==> config.mk <==
export PLATFORM = sky130hd
export DESIGN_NAME = text_console_cursor_engine
export DESIGN_NICKNAME = d
export VERILOG_FILES = /design/src/rtl/tcc_pkg.sv /design/src/rtl/tcc_step.sv /design/src/rtl/tcc_result_fifo.sv /design/src/rtl/text_console_cursor_engine.sv
export SDC_FILE = /design/constraint.sdc
export NUM_CORES = 1
export LEC_CHECK = 0
export ABC_AREA = 0
export BUFFER_PORTS_ARGS = -buffer_cell sky130_fd_sc_hd__buf_2
export CORE_MARGIN = 2
export CORE_UTILIZATION = 33
export CTS_CLUSTER_SIZE = 14
export DETAILED_ROUTE_END_ITERATION = 10
export PLACE_DENSITY = 0.55
export SLEW_MARGIN = 20
export SYNTH_ARGS = -nofsm -noshare
export SYNTH_HDL_FRONTEND = slang
export SYNTH_SLANG_ARGS = --single-unit
export TNS_END_PERCENT = 100
==> constraint.sdc <==
create_clock -name clk -period 7.55 [get_ports clk]
set_input_delay 0 -clock clk [delete_from_list [all_inputs] [get_ports clk]]
set_output_delay 0 -clock clk [all_outputs]
set_load 0.005 [all_outputs]
==> src/rtl/tcc_pkg.sv <==
`timescale 1ns / 1ps
// ----------------------------------------------------------------------------
// tcc_pkg: shared types and constants for the text console cursor engine
// Defines the command, result and configuration codes, the transaction
// structs, and the helpers that clamp the screen size and fix the cursor.
// ----------------------------------------------------------------------------
package tcc_pkg;

  localparam int MAX_COLS = 256;
  localparam int MAX_ROWS = 128;
  localparam int TAB_STEP = 4;

  localparam int RES_DEPTH = 4;
  localparam int RES_PTR_W = 2;
  localparam int RES_CNT_W = 3;

  localparam logic [8:0]  COLS_RESET = 9'd128;
  localparam logic [7:0]  ROWS_RESET = 8'd48;
  localparam logic [23:0] BG_RESET   = 24'd0;

  localparam logic [7:0] CH_BS    = 8'h08;
  localparam logic [7:0] CH_TAB   = 8'h09;
  localparam logic [7:0] CH_NL    = 8'h0A;
  localparam logic [7:0] CH_SPACE = 8'h20;

  typedef enum logic [1:0] {
    CMD_PUTC       = 2'd0,
    CMD_SET_CURSOR = 2'd1,
    CMD_CLEAR      = 2'd2
  } cmd_t;

  typedef enum logic [1:0] {
    OP_DRAW   = 2'd0,
    OP_SCROLL = 2'd1,
    OP_FILL   = 2'd2
  } op_t;

  typedef enum logic [1:0] {
    CFG_SCREEN_COLS = 2'd0,
    CFG_SCREEN_ROWS = 2'd1,
    CFG_DEFAULT_BG  = 2'd2
  } cfg_idx_t;

  typedef struct packed {
    logic [1:0]  cmd;
    logic [7:0]  char_code;
    logic [23:0] fg_color;
    logic [23:0] bg_color;
    logic [7:0]  target_col;
    logic [6:0]  target_row;
  } item_t;

  // Row is one bit wider than a cell row: row == rows marks a pending wrap.
  typedef struct packed {
    logic [7:0] col;
    logic [7:0] row;
  } cursor_t;

  typedef struct packed {
    op_t         op;
    logic [7:0]  cell_col;
    logic [6:0]  cell_row;
    logic [7:0]  glyph;
    logic [23:0] ink_color;
    logic [23:0] paper_color;
    logic        last;
  } result_t;

  function automatic logic [8:0] eff_cols(input logic [8:0] raw);
    logic [8:0] val;
    if (raw == 9'd0) begin
      val = 9'd1;
    end else if (raw > 9'(MAX_COLS)) begin
      val = 9'(MAX_COLS);
    end else begin
      val = raw;
    end
    return val;
  endfunction

  function automatic logic [7:0] eff_rows(input logic [7:0] raw);
    logic [7:0] val;
    if (raw == 8'd0) begin
      val = 8'd1;
    end else if (raw > 8'(MAX_ROWS)) begin
      val = 8'(MAX_ROWS);
    end else begin
      val = raw;
    end
    return val;
  endfunction

  // Send a cursor that is neither on screen nor pending to the origin.
  function automatic cursor_t fix_cursor(input cursor_t cur, input logic [8:0] cols,
                                         input logic [7:0] rows);
    logic    on_screen;
    logic    pend;
    cursor_t res;
    on_screen = ({1'b0, cur.col} < cols) && (cur.row < rows);
    pend      = (cur.col == 8'd0) && (cur.row == rows);
    res       = cur;
    if (!on_screen && !pend) begin
      res = '0;
    end
    return res;
  endfunction

endpackage

==> src/rtl/tcc_step.sv <==
`timescale 1ns / 1ps
// ----------------------------------------------------------------------------
// tcc_step: command decode and cursor update
// Turns one staged command and the current cursor into the next cursor and
// up to two result transactions (scroll, draw or fill).
// ----------------------------------------------------------------------------
module tcc_step (
  input  tcc_pkg::item_t   item,
  input  tcc_pkg::cursor_t cur,
  input  logic [8:0]       cols,
  input  logic [7:0]       rows,
  input  logic [23:0]      default_bg,
  output tcc_pkg::cursor_t cur_nxt,
  output tcc_pkg::result_t res0,
  output tcc_pkg::result_t res1,
  output logic [1:0]       res_cnt
);

  logic             pending;
  logic [7:0]       rows_m1;
  logic [8:0]       cols_m1;
  logic [8:0]       row_inc;
  logic [8:0]       tab_col;
  logic [8:0]       base_inc;
  tcc_pkg::cursor_t base;
  tcc_pkg::result_t scroll_res;
  tcc_pkg::result_t draw_res;
  logic [7:0]       bs_col;

  assign pending  = cur.row >= rows;
  assign rows_m1  = rows - 8'd1;
  assign cols_m1  = cols - 9'd1;
  assign row_inc  = {1'b0, cur.row} + 9'd1;
  assign tab_col  = {1'b0, cur.col} + 9'(tcc_pkg::TAB_STEP);
  // A pending wrap draws on the last row once the scroll has run.
  assign base     = pending ? tcc_pkg::cursor_t'{col: 8'd0, row: rows_m1} : cur;
  assign base_inc = {1'b0, base.col} + 9'd1;
  assign bs_col   = (cur.col == 8'd0) ? 8'd0 : cur.col - 8'd1;

  assign scroll_res = '{op: tcc_pkg::OP_SCROLL, cell_col: 8'd0, cell_row: rows_m1[6:0],
                        glyph: tcc_pkg::CH_SPACE, ink_color: 24'd0,
                        paper_color: item.bg_color, last: 1'b0};
  assign draw_res   = '{op: tcc_pkg::OP_DRAW, cell_col: base.col, cell_row: base.row[6:0],
                        glyph: item.char_code, ink_color: item.fg_color,
                        paper_color: item.bg_color, last: 1'b1};

  always_comb begin
    cur_nxt = cur;
    res0    = '0;
    res1    = '0;
    res_cnt = 2'd0;
    case (tcc_pkg::cmd_t'(item.cmd))
      tcc_pkg::CMD_SET_CURSOR: begin
        if (({1'b0, item.target_col} < cols) && ({1'b0, item.target_row} < rows)) begin
          cur_nxt = '{col: item.target_col, row: {1'b0, item.target_row}};
        end
      end
      tcc_pkg::CMD_CLEAR: begin
        res0    = '{op: tcc_pkg::OP_FILL, cell_col: 8'd0, cell_row: 7'd0,
                    glyph: tcc_pkg::CH_SPACE, ink_color: 24'd0,
                    paper_color: default_bg, last: 1'b1};
        res_cnt = 2'd1;
      end
      tcc_pkg::CMD_PUTC: begin
        case (item.char_code)
          tcc_pkg::CH_NL: begin
            if (pending || (row_inc >= {1'b0, rows})) begin
              res0      = scroll_res;
              res0.last = 1'b1;
              res_cnt   = 2'd1;
              cur_nxt   = '{col: 8'd0, row: rows_m1};
            end else begin
              cur_nxt = '{col: 8'd0, row: row_inc[7:0]};
            end
          end
          tcc_pkg::CH_BS: begin
            // Drop at the origin and while a wrap is pending.
            if (!pending && !((cur.col == 8'd0) && (cur.row == 8'd0))) begin
              res0        = '{op: tcc_pkg::OP_DRAW, cell_col: bs_col,
                              cell_row: cur.row[6:0], glyph: tcc_pkg::CH_SPACE,
                              ink_color: 24'd0, paper_color: item.bg_color, last: 1'b1};
              res_cnt     = 2'd1;
              cur_nxt.col = bs_col;
            end
          end
          tcc_pkg::CH_TAB: begin
            if (!pending) begin
              cur_nxt.col = (tab_col >= cols) ? cols_m1[7:0] : tab_col[7:0];
            end
          end
          default: begin
            if (pending) begin
              res0    = scroll_res;
              res1    = draw_res;
              res_cnt = 2'd2;
            end else begin
              res0    = draw_res;
              res_cnt = 2'd1;
            end
            if (base_inc >= cols) begin
              cur_nxt = '{col: 8'd0, row: base.row + 8'd1};
            end else begin
              cur_nxt = '{col: base_inc[7:0], row: base.row};
            end
          end
        endcase
      end
      default: begin
      end
    endcase
  end

endmodule

==> src/rtl/tcc_result_fifo.sv <==
`timescale 1ns / 1ps
// ----------------------------------------------------------------------------
// tcc_result_fifo: result transaction queue
// Four-entry queue that takes up to two results per cycle and hands out one.
// ----------------------------------------------------------------------------
module tcc_result_fifo (
  input  logic                             clk,
  input  logic                             rst_n,
  input  logic [1:0]                       push_cnt,
  input  tcc_pkg::result_t                 push0,
  input  tcc_pkg::result_t                 push1,
  input  logic                             pop,
  output logic [tcc_pkg::RES_CNT_W-1:0]    free_cnt,
  output logic                             head_valid,
  output tcc_pkg::result_t                 head
);

  tcc_pkg::result_t                  mem_r [tcc_pkg::RES_DEPTH];
  logic [tcc_pkg::RES_PTR_W-1:0]     wr_ptr_r, wr_ptr_nxt;
  logic [tcc_pkg::RES_PTR_W-1:0]     rd_ptr_r, rd_ptr_nxt;
  logic [tcc_pkg::RES_CNT_W-1:0]     count_r, count_nxt;
  logic [tcc_pkg::RES_PTR_W-1:0]     wr_ptr_p1;

  assign wr_ptr_p1  = wr_ptr_r + tcc_pkg::RES_PTR_W'(1);
  assign wr_ptr_nxt = wr_ptr_r + tcc_pkg::RES_PTR_W'(push_cnt);
  assign rd_ptr_nxt = rd_ptr_r + tcc_pkg::RES_PTR_W'(pop);
  assign count_nxt  = count_r + tcc_pkg::RES_CNT_W'(push_cnt) - tcc_pkg::RES_CNT_W'(pop);
  assign free_cnt   = tcc_pkg::RES_CNT_W'(tcc_pkg::RES_DEPTH) - count_r;
  assign head_valid = count_r != '0;
  assign head       = mem_r[rd_ptr_r];

  always_ff @(posedge clk) begin
    if (!rst_n) begin
      wr_ptr_r <= '0;
      rd_ptr_r <= '0;
      count_r  <= '0;
    end else begin
      wr_ptr_r <= wr_ptr_nxt;
      rd_ptr_r <= rd_ptr_nxt;
      count_r  <= count_nxt;
    end
  end

  always_ff @(posedge clk) begin
    if (push_cnt != 2'd0) begin
      mem_r[wr_ptr_r] <= push0;
    end
    if (push_cnt == 2'd2) begin
      mem_r[wr_ptr_p1] <= push1;
    end
  end

  a_no_overflow: assert property (@(posedge clk) disable iff (!rst_n)
    tcc_pkg::RES_CNT_W'(push_cnt) <= free_cnt)
    else $error("result queue overflow");

  a_no_underflow: assert property (@(posedge clk) disable iff (!rst_n)
    pop |-> head_valid)
    else $error("result queue underflow");

  a_count_matches_ptrs: assert property (@(posedge clk) disable iff (!rst_n)
    (count_r == tcc_pkg::RES_CNT_W'(tcc_pkg::RES_DEPTH)) ||
    (count_r[tcc_pkg::RES_PTR_W-1:0] == wr_ptr_r - rd_ptr_r))
    else $error("result queue count out of step with pointers");

endmodule

==> src/rtl/text_console_cursor_engine.sv <==
`timescale 1ns / 1ps
// ----------------------------------------------------------------------------
// text_console_cursor_engine: character-cell console cursor controller
// Keeps the cursor of a text console and turns put-char, set-cursor and
// clear-screen commands into draw, scroll and fill transactions.
// ----------------------------------------------------------------------------
// Throughput is one command per cycle while the result queue has room. A
// command is captured in the input register, then decoded and applied to the
// cursor once the queue has room for all its results, and its results land
// in a four-entry result queue whose head drives the result channel. Each
// command yields zero, one or two results (a printable character after a
// wrap past the bottom row yields a scroll and then a draw), and the result
// channel hands out one per cycle while out_stall is low, so a stream of
// such characters cannot run at one per cycle. The input register holds its
// command while the queue lacks room for its results.
// Write the configuration registers only while no command is in flight.
// ----------------------------------------------------------------------------
module text_console_cursor_engine (
  input  logic        clk,
  input  logic        rst_n,
  // configuration write port
  input  logic        cfg_wr_en,
  input  logic [1:0]  cfg_index,
  input  logic [23:0] cfg_wdata,
  // command channel
  input  logic        in_valid,
  output logic        in_stall,
  input  logic [1:0]  in_cmd,
  input  logic [7:0]  in_char_code,
  input  logic [23:0] in_fg_color,
  input  logic [23:0] in_bg_color,
  input  logic [7:0]  in_target_col,
  input  logic [6:0]  in_target_row,
  // result channel
  output logic        out_valid,
  input  logic        out_stall,
  output logic [1:0]  out_op,
  output logic [7:0]  out_cell_col,
  output logic [6:0]  out_cell_row,
  output logic [7:0]  out_glyph,
  output logic [23:0] out_ink_color,
  output logic [23:0] out_paper_color,
  output logic        out_last
);

  // configuration registers (raw values; the size is clamped on use)
  logic [8:0]  cols_r, cols_nxt;
  logic [7:0]  rows_r, rows_nxt;
  logic [23:0] bg_r, bg_nxt;
  logic [8:0]  cols_eff, cols_eff_new;
  logic [7:0]  rows_eff, rows_eff_new;
  logic        size_wr;

  // input stage
  logic             stage_valid_r, stage_valid_nxt;
  tcc_pkg::item_t   stage_r;
  logic             in_accept;
  logic             fire;

  // cursor and step results
  tcc_pkg::cursor_t cursor_r, cursor_nxt;
  tcc_pkg::cursor_t step_cur;
  tcc_pkg::result_t step_res0, step_res1;
  logic [1:0]       step_cnt;

  // result queue
  logic [tcc_pkg::RES_CNT_W-1:0] free_cnt;
  logic                          head_valid;
  tcc_pkg::result_t              head;
  logic [1:0]                    push_cnt;
  logic                          pop;

  assign cols_eff = tcc_pkg::eff_cols(cols_r);
  assign rows_eff = tcc_pkg::eff_rows(rows_r);

  // Configuration writes: a size change may leave the cursor off screen.
  assign size_wr = cfg_wr_en && ((cfg_index == tcc_pkg::CFG_SCREEN_COLS) ||
                                 (cfg_index == tcc_pkg::CFG_SCREEN_ROWS));

  always_comb begin
    cols_nxt = cols_r;
    rows_nxt = rows_r;
    bg_nxt   = bg_r;
    if (cfg_wr_en) begin
      case (tcc_pkg::cfg_idx_t'(cfg_index))
        tcc_pkg::CFG_SCREEN_COLS: cols_nxt = cfg_wdata[8:0];
        tcc_pkg::CFG_SCREEN_ROWS: rows_nxt = cfg_wdata[7:0];
        tcc_pkg::CFG_DEFAULT_BG:  bg_nxt   = cfg_wdata;
        default: begin
        end
      endcase
    end
  end

  assign cols_eff_new = tcc_pkg::eff_cols(cols_nxt);
  assign rows_eff_new = tcc_pkg::eff_rows(rows_nxt);

  // Fire the staged command once the queue has room for all its results.
  assign fire      = stage_valid_r &&
                     (tcc_pkg::RES_CNT_W'(step_cnt) <= free_cnt);
  assign in_stall  = stage_valid_r && !fire;
  assign in_accept = in_valid && !in_stall;

  // Refill the stage whenever it empties or moves on; otherwise hold.
  assign stage_valid_nxt = in_stall ? 1'b1 : in_valid;

  tcc_step u_step (
    .item       (stage_r),
    .cur        (cursor_r),
    .cols       (cols_eff),
    .rows       (rows_eff),
    .default_bg (bg_r),
    .cur_nxt    (step_cur),
    .res0       (step_res0),
    .res1       (step_res1),
    .res_cnt    (step_cnt)
  );

  always_comb begin
    cursor_nxt = cursor_r;
    if (fire) begin
      cursor_nxt = step_cur;
    end
    if (size_wr) begin
      cursor_nxt = tcc_pkg::fix_cursor(cursor_r, cols_eff_new, rows_eff_new);
    end
  end

  always_ff @(posedge clk) begin
    if (!rst_n) begin
      cols_r        <= tcc_pkg::COLS_RESET;
      rows_r        <= tcc_pkg::ROWS_RESET;
      bg_r          <= tcc_pkg::BG_RESET;
      cursor_r      <= '0;
      stage_valid_r <= 1'b0;
    end else begin
      cols_r        <= cols_nxt;
      rows_r        <= rows_nxt;
      bg_r          <= bg_nxt;
      cursor_r      <= cursor_nxt;
      stage_valid_r <= stage_valid_nxt;
    end
  end

  // Capture the command payload on accept; hold it while stalled.
  always_ff @(posedge clk) begin
    if (in_accept) begin
      stage_r <= '{cmd: in_cmd, char_code: in_char_code, fg_color: in_fg_color,
                   bg_color: in_bg_color, target_col: in_target_col,
                   target_row: in_target_row};
    end
  end

  assign push_cnt = fire ? step_cnt : 2'd0;
  assign pop      = head_valid && !out_stall;

  tcc_result_fifo u_result_fifo (
    .clk        (clk),
    .rst_n      (rst_n),
    .push_cnt   (push_cnt),
    .push0      (step_res0),
    .push1      (step_res1),
    .pop        (pop),
    .free_cnt   (free_cnt),
    .head_valid (head_valid),
    .head       (head)
  );

  assign out_valid       = head_valid;
  assign out_op          = head.op;
  assign out_cell_col    = head.cell_col;
  assign out_cell_row    = head.cell_row;
  assign out_glyph       = head.glyph;
  assign out_ink_color   = head.ink_color;
  assign out_paper_color = head.paper_color;
  assign out_last        = head.last;

  // The cursor is on screen, or parked at column 0 one row below the bottom.
  a_cursor_legal: assert property (@(posedge clk) disable iff (!rst_n)
    ({1'b0, cursor_r.col} < cols_eff) &&
    ((cursor_r.row < rows_eff) || ((cursor_r.row == rows_eff) && (cursor_r.col == 8'd0))))
    else $error("cursor outside screen and not pending");

  a_stall_needs_item: assert property (@(posedge clk) disable iff (!rst_n)
    in_stall |-> stage_valid_r)
    else $error("input stalled with empty stage");

  a_accept_loads_stage: assert property (@(posedge clk) disable iff (!rst_n)
    in_accept |=> stage_valid_r)
    else $error("accepted command lost from stage");

endmodule

==> impl_metrics.json <==
{
  "status": "finished, final reports clean",
  "clock_latency_ns": 0.60,
  "hold_depth": 6,
  "fp.dieW_um": 260.2,
  "cts_setup_buffers": 0,
  "synthArstFlopShare_pct": 0,
  "p_leak_nw": 9.528,
  "cp.arrival_ns": 6.49,
  "cts_root_buf": "clkbuf_16",
  "place_ws_ns": 1.365,
  "cp_max_fo": 48,
  "finalSetupViolCount": 0,
  "cp.required_ns": 7.80,
  "gp_congestion": 0.8694,
  "layout_setup_ws_ns": 1.306,
  "die-area_um2": 67690,
  "clk_pin_slew_ns": 0.06,
  "synth_fa_ha_area_share_pct": 4.773,
  "fmax_mhz": 160.1,
  "synth.net_count": 1855,
  "finalMaxSlewViolations": 0,
  "cts_tree": "built",
  "synth.distinct_cells": 80,
  "initial_core_util_pct": 33.47,
  "synth_cells": 1669,
  "row_count": 93,
  "synth-edff-count": 361,
  "clkSinkCount": 434,
  "grt_pass1_wl_um": 96680,
  "cp-start-kind": "flip-flop",
  "cp-startpoint": "rows_r[7]",
  "synthTopCellsByArea": "edfxtp_1 50%, mux4_2 7.7%, dfxtp_1 6.7%",
  "holdCritStartpoint": "cfg_wr_en",
  "rsz0062_at_grt": "no",
  "antenna_found_initial": 1,
  "grtUsageTotal_pct": 18.66,
  "cts_buffer_depth": 3,
  "syn_area_per_cell_um2": 12.97,
  "wl_um": 63450,
  "fin_nets": 2115,
  "relSlewSlack_pct": 32.47,
  "ys_seq_elements": 434,
  "finalSetupTns_ns": 0,
  "synth_compound_area_share_pct": 12.17,
  "max-vdd-ir-drop_mv": 0.1521,
  "via_per_inst": 5.463,
  "cts_resized": 0,
  "r2r_cells": 20,
  "synth_top_area_share_pct": 50.06,
  "holdWs_ns": 0.08472,
  "htreeDepth": 2,
  "worstMarginPinSlew_ns": 1.013,
  "synthSimpleGateAreaFrac_pct": 12.73,
  "drc": 0,
  "layout-drive-gt1-share_pct": 20.68,
  "hold_class": "in -> reg",
  "hpwl_um": 40570,
  "ys_seq_area_share_pct": 56.81,
  "fin_crit_ns": 6.244,
  "antenna_left": 0,
  "area_growth_pct": 21.71,
  "core_area_um2": 64700,
  "yosysWarnings": 0,
  "firstDrtPassIters": 5,
  "synth_xor_area_share_pct": 1.537,
  "synth_ff_type": "edfxtp_1",
  "final_cell_mix": "361 x edfxtp_1, 179 x buf_2, 136 x and2_1, 135 x nand2_1, 106 x dlygate4sd3_1",
  "portBuffers": 179,
  "finalHoldViolations": 0,
  "grt_max_degree": 97,
  "gr-total-overflow": 0,
  "period_share_pct": 82.71,
  "cts_buffers": 49,
  "wire_per_inst_um": 22.47,
  "synthMuxAreaShare_pct": 9.389,
  "grt_pass1_vias": 15930,
  "drt_iter0_drc": 1310,
  "ios": 180,
  "yosys.area.top_type": "edfxtp_1",
  "final_common_cell": "edfxtp_1",
  "vias": 15430,
  "clock_skew_ns": 0.02497,
  "powerDensity_nw_per_um2": 258.0,
  "syn-cell-area_um2": 21650,
  "r2r_start": "rows_r[7]",
  "end_kind": "flip-flop",
  "die_y_um": 260.2,
  "cap_violations": 0,
  "synth_top_family_by_area": "simple AND/OR/NAND/NOR gates",
  "crit_type": "reg -> reg"
}
[synthesized netlist by cell type, drive strengths merged (4+ instances only)]
| master | instances |
|---|---|
| o21ai | 55 |
| a211oi | 4 |
| o22ai | 34 |
| o221ai | 5 |
| a21boi | 27 |
| buf | 39 |
| or3 | 5 |
| mux2i | 31 |
| and4 | 5 |
| a31oi | 7 |
| o211ai | 7 |
| nand4 | 11 |
| a32o | 104 |
| and2 | 138 |
| nor3 | 17 |
| nor2 | 98 |
| mux4 | 74 |
| edfxtp | 361 |
| nand3 | 29 |
| xor2 | 15 |
| a21o | 15 |
| a2111oi | 4 |
| ha | 81 |
| a22o | 6 |
| a21oi | 28 |
| xnor2 | 23 |
| dfxtp | 73 |
| inv | 23 |
| mux2 | 5 |
| nor2b | 26 |
| and3 | 6 |
| o31ai | 7 |
| nor4 | 10 |
| clkbuf | 76 |
| nand2 | 139 |
| o21a | 7 |
| a22oi | 8 |
| nand2b | 30 |
[layout make-up]
cell class	instances	area [um2]
diodes	1	2.502
flip-flops and latches	434	12310
inverters	23	86.33
multi-input cells	1097	8894
fillers	6069	38340
clock inverters	25	314.1
repair buffers	324	2312
clock buffers	65	1369
well taps	855	1070
[routing by layer]
metal	wire length (um)	up-vias	track usage (%)
met4	1959	0	6.508
met3	3833	124	2.719
li1	-	6985	-
met2	30850	606	31.43
met1	26810	7713	24.52
met5	0	-	0
[critical path: stages, from the launching register on]
cell      delay (ns)
dfxtp_1         0.45
inv_2           0.16
a22oi_1         0.79
inv_1           0.20
ha_1            0.35
nor2b_1         0.12
o21ai_1         0.08
a21o_1          0.24
o31ai_1         0.43
and2_4          0.25
o21ai_1         0.06
nand2b_1        0.23
ha_1            0.21
nor2b_1         0.04
o211ai_1        0.27
nand2_1         0.20
a311oi_2        0.41
nand2_1         0.29
buf_4           0.29
nand2_4         0.39
buf_12          0.33
[flip-flops by register name, summed over array words and instances (netlist names)]
name                    count
u_result_fifo.rd_ptr_r      2
bg_r                       24
rows_r                      8
cols_r                      9
stage_valid_r               1
u_result_fifo.wr_ptr_r      2
u_result_fifo.count_r       3
cursor_r                   16
u_result_fifo.mem_r       296
stage_r                    73
[through the flow]
| stage | total power [mW] | area, um2 | instances | utilization, % |
|---|---|---|---|---|
| 2_1_floorplan | 3.769 | 21650 | 1669 | - |
| 3_3_place_gp | 4.320 | 23590 | 2626 | 36.46 |
| 3_5_place_dp | 4.334 | 23590 | 2626 | 36.46 |
| 4_1_cts | 6.871 | 26330 | 2822 | 40.70 |
| 5_1_grt | 7.100 | 26360 | 2824 | 40.74 |
| 6_report | 6.800 | 26360 | 2824 | 40.74 |
[what timing repair did]
action | in CTS | in global routing
setup endpoints to repair | 0 | 0
endpoints found under the hold margin | 116 | 0
hold buffers | 106 | 0
[final timing paths]
check | slack [ns] | end
setup / recovery | 1.31 | u_result_fifo.mem_r[2][69]
hold reg to reg | 0.46 | u_result_fifo.mem_r[1][73]
hold / removal | 0.08 | bg_r[7]
setup reg to reg | 1.31 | u_result_fifo.mem_r[2][69]
[power breakdown]
group          total [mW]  internal [mW]  leakage, nW  switching (mW)
combinational        1.42          0.656         4.51           0.764
clock                2.48           1.49        0.814           0.994
sequential           2.90           2.74         4.20           0.157
total                6.80           4.89         9.53            1.91
[cells by family after synthesis]
logic type,count (synthesis)
mux,110
fa+ha+maj,82
simple gates,530
flops,434
compound gates,337
xor+xnor,38
buf+inv,138
Note: power is estimated with default switching activity, not from simulation.
